==> src/rtl/core/fcp_pkg.sv <==
`timescale 1ns / 1ps

package fcp_pkg;

	localparam int unsigned VALUE_WIDTH_DEF = 16;
	localparam int unsigned NUM_FIELDS      = 3;
	localparam int unsigned OUT_WIDTH       = 16;
	localparam int unsigned M_TDATA_WIDTH   = 56;

	localparam logic [7:0] CHAR_START    = 8'h21; // '!'
	localparam logic [7:0] CHAR_TRIANGLE = 8'h54; // 'T'
	localparam logic [7:0] CHAR_SINE     = 8'h53; // 'S'
	localparam logic [7:0] CHAR_SQUARE   = 8'h43; // 'C'
	localparam logic [7:0] CHAR_SAWTOOTH = 8'h44; // 'D'
	localparam logic [7:0] CHAR_PLUS     = 8'h2B;
	localparam logic [7:0] CHAR_MINUS    = 8'h2D;
	localparam logic [7:0] CHAR_ZERO     = 8'h30;
	localparam logic [7:0] CHAR_NINE     = 8'h39;
	localparam logic [7:0] CHAR_SPACE    = 8'h20;
	localparam logic [7:0] CHAR_TAB      = 8'h09;
	localparam logic [7:0] CHAR_CR       = 8'h0D;

	localparam logic [7:0] POS_START    = 8'd0;
	localparam logic [7:0] POS_WAVEFORM = 8'd3;
	localparam logic [7:0] POS_MAX      = 8'd255;
	localparam logic [7:0] POS_FREQ     = 8'd6;
	localparam logic [7:0] POS_AMPL     = 8'd12;
	localparam logic [7:0] POS_OFFS     = 8'd19;

	localparam logic [1:0] WAVE_TRIANGLE = 2'd0;
	localparam logic [1:0] WAVE_SINE     = 2'd1;
	localparam logic [1:0] WAVE_SQUARE   = 2'd2;
	localparam logic [1:0] WAVE_SAWTOOTH = 2'd3;

	typedef enum logic [3:0] {
		PH_WAIT   = 4'b0001,
		PH_LEAD   = 4'b0010,
		PH_DIGITS = 4'b0100,
		PH_DONE   = 4'b1000
	} phase_t;

	// one byte moving from the input register through the parsers
	typedef struct packed {
		logic       step;
		logic       clear;
		logic [7:0] data;
		logic [7:0] pos;
	} step_t;

	function automatic logic is_space(input logic [7:0] c);
		return (c == CHAR_SPACE) || ((c >= CHAR_TAB) && (c <= CHAR_CR));
	endfunction

	function automatic logic is_digit(input logic [7:0] c);
		return (c >= CHAR_ZERO) && (c <= CHAR_NINE);
	endfunction

endpackage

==> src/rtl/core/fcp_field_parser.sv <==
`timescale 1ns / 1ps

module fcp_field_parser #(
	parameter int unsigned VALUE_WIDTH = fcp_pkg::VALUE_WIDTH_DEF,
	parameter logic [7:0]  START_POS   = fcp_pkg::POS_FREQ
) (
	input  logic                   clk,
	input  logic                   arst_n,
	input  fcp_pkg::step_t         st,
	output logic [VALUE_WIDTH-1:0] value
);

	fcp_pkg::phase_t        phase_q, phase_eff, phase_nxt;
	logic                   neg_q, neg_nxt;
	logic [VALUE_WIDTH-1:0] acc_q, acc_nxt;
	logic [VALUE_WIDTH-1:0] digit;
	logic                   is_dig;

	assign is_dig = fcp_pkg::is_digit(st.data);
	assign digit  = VALUE_WIDTH'(st.data[3:0]);

	always_comb begin
		phase_eff = phase_q;
		if (phase_q == fcp_pkg::PH_WAIT && st.pos == START_POS) begin
			phase_eff = fcp_pkg::PH_LEAD;
		end
		phase_nxt = phase_eff;
		neg_nxt   = neg_q;
		acc_nxt   = acc_q;
		unique case (phase_eff)
			fcp_pkg::PH_LEAD: begin
				if (fcp_pkg::is_space(st.data)) begin
					phase_nxt = fcp_pkg::PH_LEAD;
				end else if (st.data == fcp_pkg::CHAR_PLUS || st.data == fcp_pkg::CHAR_MINUS) begin
					phase_nxt = fcp_pkg::PH_DIGITS;
					if (st.data == fcp_pkg::CHAR_MINUS) begin
						neg_nxt = 1'b1;
					end
				end else if (is_dig) begin
					phase_nxt = fcp_pkg::PH_DIGITS;
					acc_nxt   = digit;
				end else begin
					phase_nxt = fcp_pkg::PH_DONE;
				end
			end
			fcp_pkg::PH_DIGITS: begin
				if (is_dig) begin
					// times ten as two shifts, wraps at the value width
					acc_nxt = (acc_q << 3) + (acc_q << 1) + digit;
				end else begin
					phase_nxt = fcp_pkg::PH_DONE;
				end
			end
			default: begin
				phase_nxt = phase_eff;
			end
		endcase
	end

	assign value = neg_nxt ? (~acc_nxt + VALUE_WIDTH'(1)) : acc_nxt;

	always_ff @(posedge clk or negedge arst_n) begin
		if (!arst_n) begin
			phase_q <= fcp_pkg::PH_WAIT;
			neg_q   <= 1'b0;
			acc_q   <= '0;
		end else if (st.step) begin
			if (st.clear) begin
				phase_q <= fcp_pkg::PH_WAIT;
				neg_q   <= 1'b0;
				acc_q   <= '0;
			end else begin
				phase_q <= phase_nxt;
				neg_q   <= neg_nxt;
				acc_q   <= acc_nxt;
			end
		end
	end

endmodule

==> src/rtl/core/fixed_field_command_parser.sv <==
`timescale 1ns / 1ps
// a byte is taken into the input register; for the last byte the result then goes into the result register on m_tdata
// throughput: one byte per cycle; the input register and the result register decouple
// the two sides, so the input only stalls when a finished result is held by m_tready low
// reset: arst_n clears position, parsers, stored parameters and both valid flags
// a result is sent only for the byte with s_tlast set

module fixed_field_command_parser #(
	parameter int unsigned VALUE_WIDTH = fcp_pkg::VALUE_WIDTH_DEF
) (
	input  logic                              clk,
	input  logic                              arst_n,
	input  logic                              s_tvalid,
	output logic                              s_tready,
	input  logic [7:0]                        s_tdata, // rx_byte
	input  logic                              s_tlast, // end_of_message
	output logic                              m_tvalid,
	input  logic                              m_tready,
	// message_valid, remote_changed, save_request, waveform[1:0], frequency_value[15:0],
	// amplitude_value[15:0], offset_value[15:0], zero fill
	output logic [fcp_pkg::M_TDATA_WIDTH-1:0] m_tdata
);

	logic                   valid_s1, last_s1;
	logic [7:0]             byte_s1;
	logic [7:0]             pos_q;
	logic                   start_ok_q, start_eff;
	logic [1:0]             wave_pend_q, wave_eff;
	logic [1:0]             wave_store_q;
	logic [VALUE_WIDTH-1:0] freq_store_q, ampl_store_q, offs_store_q;
	logic                   saved_q;
	logic [VALUE_WIDTH-1:0] freq_val, ampl_val, offs_val;
	logic                   out_free, step, finish, same;
	logic                   m_tvalid_q;
	logic [fcp_pkg::M_TDATA_WIDTH-1:0] m_tdata_q, result;
	fcp_pkg::step_t         st;

	assign out_free = !m_tvalid_q || m_tready;
	assign step     = valid_s1 && (!last_s1 || out_free);
	assign finish   = step && last_s1;
	assign s_tready = !valid_s1 || step;

	assign st.step  = step;
	assign st.clear = last_s1;
	assign st.data  = byte_s1;
	assign st.pos   = pos_q;

	always_ff @(posedge clk or negedge arst_n) begin
		if (!arst_n) begin
			valid_s1 <= 1'b0;
		end else if (s_tready) begin
			valid_s1 <= s_tvalid;
		end
	end

	always_ff @(posedge clk) begin
		if (s_tready && s_tvalid) begin
			byte_s1 <= s_tdata;
			last_s1 <= s_tlast;
		end
	end

	// start marker and waveform letter, as seen after the current byte
	always_comb begin
		start_eff = start_ok_q;
		wave_eff  = wave_pend_q;
		if (pos_q == fcp_pkg::POS_START) begin
			start_eff = (byte_s1 == fcp_pkg::CHAR_START);
			wave_eff  = wave_store_q;
		end
		if (pos_q == fcp_pkg::POS_WAVEFORM) begin
			unique case (byte_s1)
				fcp_pkg::CHAR_TRIANGLE: wave_eff = fcp_pkg::WAVE_TRIANGLE;
				fcp_pkg::CHAR_SINE:     wave_eff = fcp_pkg::WAVE_SINE;
				fcp_pkg::CHAR_SQUARE:   wave_eff = fcp_pkg::WAVE_SQUARE;
				fcp_pkg::CHAR_SAWTOOTH: wave_eff = fcp_pkg::WAVE_SAWTOOTH;
				default:                wave_eff = wave_pend_q;
			endcase
		end
	end

	fcp_field_parser #(.VALUE_WIDTH(VALUE_WIDTH), .START_POS(fcp_pkg::POS_FREQ)) u_freq (
		.clk(clk), .arst_n(arst_n), .st(st), .value(freq_val)
	);
	fcp_field_parser #(.VALUE_WIDTH(VALUE_WIDTH), .START_POS(fcp_pkg::POS_AMPL)) u_ampl (
		.clk(clk), .arst_n(arst_n), .st(st), .value(ampl_val)
	);
	fcp_field_parser #(.VALUE_WIDTH(VALUE_WIDTH), .START_POS(fcp_pkg::POS_OFFS)) u_offs (
		.clk(clk), .arst_n(arst_n), .st(st), .value(offs_val)
	);

	assign same = (freq_val == freq_store_q) && (ampl_val == ampl_store_q) &&
	              (offs_val == offs_store_q) && (wave_eff == wave_store_q) && saved_q;

	always_comb begin
		result = '0;
		if (start_eff) begin
			result[0]     = 1'b1;
			result[1]     = !same;
			result[2]     = 1'b1;
			result[4:3]   = wave_eff;
			result[20:5]  = fcp_pkg::OUT_WIDTH'($signed(freq_val));
			result[36:21] = fcp_pkg::OUT_WIDTH'($signed(ampl_val));
			result[52:37] = fcp_pkg::OUT_WIDTH'($signed(offs_val));
		end
	end

	always_ff @(posedge clk or negedge arst_n) begin
		if (!arst_n) begin
			pos_q       <= '0;
			start_ok_q  <= 1'b0;
			wave_pend_q <= '0;
		end else if (step) begin
			if (last_s1) begin
				pos_q       <= '0;
				start_ok_q  <= 1'b0;
				wave_pend_q <= '0;
			end else begin
				if (pos_q != fcp_pkg::POS_MAX) begin
					pos_q <= pos_q + 8'd1;
				end
				start_ok_q  <= start_eff;
				wave_pend_q <= wave_eff;
			end
		end
	end

	always_ff @(posedge clk or negedge arst_n) begin
		if (!arst_n) begin
			wave_store_q <= '0;
			freq_store_q <= '0;
			ampl_store_q <= '0;
			offs_store_q <= '0;
			saved_q      <= 1'b0;
		end else if (finish && start_eff) begin
			wave_store_q <= wave_eff;
			freq_store_q <= freq_val;
			ampl_store_q <= ampl_val;
			offs_store_q <= offs_val;
			saved_q      <= 1'b1;
		end
	end

	always_ff @(posedge clk or negedge arst_n) begin
		if (!arst_n) begin
			m_tvalid_q <= 1'b0;
		end else if (finish) begin
			m_tvalid_q <= 1'b1;
		end else if (m_tready) begin
			m_tvalid_q <= 1'b0;
		end
	end

	always_ff @(posedge clk) begin
		if (finish) begin
			m_tdata_q <= result;
		end
	end

	assign m_tvalid = m_tvalid_q;
	assign m_tdata  = m_tdata_q;

endmodule

==> config.mk <==
export PLATFORM = sky130hd
export DESIGN_NAME = fixed_field_command_parser
export DESIGN_NICKNAME = d
export VERILOG_FILES = /design/src/rtl/core/fcp_pkg.sv /design/src/rtl/core/fcp_field_parser.sv /design/src/rtl/core/fixed_field_command_parser.sv
export SDC_FILE = /design/constraint.sdc
export NUM_CORES = 1
export LEC_CHECK = 0
export ABC_AREA = 1
export BUFFER_PORTS_ARGS = -buffer_cell sky130_fd_sc_hd__clkbuf_2
export CAP_MARGIN = 0
export CORE_MARGIN = 3
export CORE_UTILIZATION = 53
export DETAILED_ROUTE_END_ITERATION = 8
export PLACE_DENSITY = 0.73
export SLEW_MARGIN = 20
export SYNTH_ARGS = -nofsm -noshare
export SYNTH_HDL_FRONTEND = slang
export SYNTH_HIERARCHICAL = 1
export SYNTH_SLANG_ARGS = --single-unit
==> constraint.sdc <==
create_clock -name clk -period 4.15 [get_ports clk]
set_clock_uncertainty 0.15 [all_clocks]
set_input_delay 0 -clock clk [delete_from_list [all_inputs] [get_ports clk]]
set_output_delay 0 -clock clk [all_outputs]
set_load 0.02 [all_outputs]
==> results.md <==
- Final Hold Fails: 0
- Post-synthesis mux area share: 0%
- Power per standard cell area: 250 nW/um^2
- Total GRT Usage: 27.3%
- CP endpoint kind: register
- Worst R2R Path Depth: 25
- Tcrit/Tclk final: 101%
- Total power: 4.50 mW
- Num CTS Buffers: 17
- Starting Density: 54.7%
- Commonest non-fill, non-tap cell in the layout: nand2_1
- Post-synthesis cell count: 2107
- Routed WL: 42.0 mm
- Area grow syn2layout: 20.4%
- Ys flop type: dfrtp_1
- RSZ-0062 raised after global routing: true
- Mean Syn Cell Area: 7.09 um^2
- CP max FO: 4
- Routability cong.: 0.952
- Commonest non-fill, non-tap cells in the layout: 575 x nand2_1, 301 x inv_1, 173 x nor2_1, 145 x nand3_1, 142 x buf_4
- # rows: 60
- Crit path capture: m_tdata[1]$_SDFFCE_PN0P_
- Net switching power: 1.43 mW
- Die Ht: 174 um
- Fin crit period: 4190 ps
- Final Setup Violations: 1
- Worst path bufs/invs: 3
- Synth Cell Area: 14900 um^2
- DR vias/cell: 5.39
- Clock Latency Late Sink: 450 ps
- Initial DRC Count: 1480
- Ys Warns: 6
- Worst setup margin: -38.9 ps
- Netlist cell types: 51
- P_leak: 9.22 nW
- Largest family of logic cells by synthesized area: simple AND/OR/NAND/NOR gates
- WL/cell: 15.5 um
- Die width: 174 um
- Simple-gate share of the synthesized area: 35.2%
- CTS Sinks: 188
- First-pass GRT wire length: 67.9 mm
- Antenna diodes: 0
- Largest buffer count on any clock path: 2
- Vias: 14.6k
- Fill cell count: 2349
- Xor/xnor cell area share of the yosys netlist: 2.17%
- First-pass iteration count of the detailed router: 5
- Share of layout cells above drive strength 1: 24.6%
- Switching share of power: 31.8%
- Critical Path Start: byte_s1[3]$_DFFE_PP_
- Logic pwr share: 13.4%
- Nets@finish: 2422
- Die Area: 30200 um^2
- HP Class: input port to asynchronous set/reset pin
- Maximum clock frequency: 239 MHz
- Buffers on Ports: 67
- Critical Path AT: 4200 ps
- Vias in the first global route: 13.6k
- Sequential share of power: 46.5%
- CP dominant cell by count: nand2_1
- WP depth: 25
- Crit Path Class: register to register
- Worst-path clk slew: 80 ps
- DP Worst Slack: -170 ps
- Core Region: 27300 um^2
- Max VDD drop: 0.318 mV
- CTS tree: yes
- Sequential share of the synthesized area: 33.6%
- Worst Tran Pin Value: 1010 ps
- Delay-heaviest family, CP: simple AND/OR/NAND/NOR gates
- Adder-Cell Fraction of Synth Area: 7.75%
- Violated checks: negative setup slack
- Residual DRC: 0
- Post-synth EDFFs: 61
- CTS root buf: clkbuf_16
- Slew Limit Fails: 0
- Synth Area in Compound Gates: 10.4%
- Seq cells post-synth: 188
- Delay of the slowest cell on the worst path: 490 ps
- DP HPWL: 31.0 mm
- Grt ovf: 0
- Status: complete, but fails checks
- Reg2reg end: m_tdata[1]$_SDFFCE_PN0P_
- Clk pwr share: 40.0%
- Pint: 3.07 mW
- Htree depth: 4
- R2R setup slack: -40 ps
- Io pins: 71
- Largest net degree at the start of global routing: 102
- Initial antenna violation count: 0
- Worst Setup Start Kind: register
- CP max-delay cell: edfxtp_1
- Routed Antenna Nets: 0
- Worst R2R Start: byte_s1[3]$_DFFE_PP_
- Max Cap Viol: 0
- CP required: 4160 ps
- Slew headroom: 32.5%
- Async set-or-reset flop fraction in the synthesized netlist: 67.6%
==> worst register-to-register path, cell delays in order, from the launching register on <==
cell      delay (ps)
edfxtp_1         490
inv_2            160
fa_2             490
fa_2             420
buf_4            160
xnor2_1          130
o211ai_1         220
nand3_2          180
nor2_4           160
nand2_4           90
nor2_4           120
nand2_1           80
nand2_1           60
nand2_1           60
nand2_2           80
inv_1             60
nand2_1           60
o21ai_1           80
nor2_1           130
nand2_1           70
nor2_1           100
nand2_1           60
nor2_1            90
nand2_1           50
nor2_1            80
a21oi_1           70
==> routing by layer <==
metal | vias up | global-route usage, % | routed length, um
met5 | - | 0 | 0
met4 | 0 | 8.14 | 1200
met3 | 77 | 4.26 | 2670
met2 | 538 | 44.6 | 19600
met1 | 6797 | 37.7 | 18500
li1 | 7172 | - | -
==> flip-flops by register name, indices dropped and copies added (netlist names), 2 cells and up <==
register        count
u_offs/acc_q       16
wave_pend_q         2
freq_store_q       16
m_tdata            52
byte_s1             8
u_ampl/phase_q      4
u_freq/phase_q      4
pos_q               8
offs_store_q       16
wave_store_q        2
u_offs/phase_q      4
u_freq/acc_q       16
ampl_store_q       16
u_ampl/acc_q       16
==> cell usage after synthesis, types with 6 or more instances <==
cell type | count | share of area, %
nand2_2 | 37 | 1.5
fa_1 | 6 | 0.80
nand2_1 | 613 | 15
inv_1 | 324 | 8.1
nor3_1 | 25 | 0.84
nor2_2 | 30 | 1.3
o21ai_0 | 86 | 2.9
o21ai_1 | 22 | 0.74
o22ai_1 | 22 | 0.92
dfrtp_1 | 124 | 21
or2_2 | 6 | 0.25
a21oi_1 | 43 | 1.4
nor2_1 | 195 | 4.9
nand3b_1 | 15 | 0.75
nand4_1 | 24 | 1.0
o21ai_2 | 44 | 2.6
xor2_1 | 25 | 1.5
clkbuf_1 | 9 | 0.23
nor2_4 | 8 | 0.60
edfxtp_1 | 61 | 12
ha_1 | 83 | 7.0
nand3_4 | 6 | 0.70
buf_6 | 12 | 0.90
inv_2 | 23 | 0.58
xnor2_1 | 12 | 0.70
o211ai_1 | 8 | 0.40
nand3_2 | 18 | 1.2
nand3_1 | 162 | 5.4
buf_2 | 11 | 0.37
==> power groups by stage <==
stage / Clock (mW) / Combinational [mW] / Sequential, mW
floorplan: 0 / 0.346 / 2.14
global placement: 0 / 0.560 / 2.12
detailed placement: 0 / 0.573 / 2.13
CTS: 1.83 / 0.590 / 2.09
global route: 1.90 / 0.675 / 2.11
finish: 1.80 / 0.605 / 2.10
==> cell type report <==
cell class / instances / area (um^2) / area share, %
sequential: 188 / 5010 / 27.9
inverter: 353 / 1340 / 7.43
tap: 372 / 465 / 2.59
clock inverter: 15 / 229 / 1.27
multi-input combinational: 1529 / 8870 / 49.3
timing repair buffer: 231 / 1650 / 9.15
clock buffer: 17 / 425 / 2.36
==> worst min path at each step <==
stage               startpoint                           end  slack, ps  cells past startpoint
CTS                 s_tdata[6]          byte_s1[6]$_DFFE_PP_        100                      2
global route           s_tlast             last_s1$_DFFE_PP_        120                      2
finish                  arst_n  u_offs/acc_q[10]$_DFFE_PN0P_         50                      2
floorplan               arst_n   ampl_store_q[0]$_DFFE_PN0P_       -450                      0
global placement    s_tdata[4]          byte_s1[4]$_DFFE_PP_         30                      1
detailed placement  s_tdata[4]          byte_s1[4]$_DFFE_PP_         30                      1
==> cells by family after synthesis <==
family                   after synthesis
AND/OR/NAND/NOR                     1155
buffers and inverters                392
AO/OA/AOI/OAI                        245
flip-flops                           188
adder cells (fa/ha/maj)               89
XOR/XNOR                              37
other                                  1
==> through the flow <==
| stage | TNS [ps] | hold WS [ps] | cells | instance area, um^2 | utilization [%] |
|---|---|---|---|---|---|
| after floorplan | 0 | -446 | 2109 | 14900 | - |
| after global placement | -42.2 | 27.3 | 2638 | 16500 | 60.2 |
| after detailed placement | -170 | 31.0 | 2638 | 16500 | 60.2 |
| after CTS | 0 | 102 | 2691 | 17400 | 63.6 |
| after global routing | -335 | 121 | 2705 | 18000 | 65.8 |
| final | -38.9 | 48.5 | 2705 | 18000 | 65.8 |
==> timing repair <==
action,in CTS,in global routing
hold buffers,14,0
gates resized for setup,31,143
setup buffers,7,14
pin swaps,16,71
hold endpoints to repair,122,0
setup endpoints to repair,1,3
cloned,0,0
(Power assumes the default switching activity.)
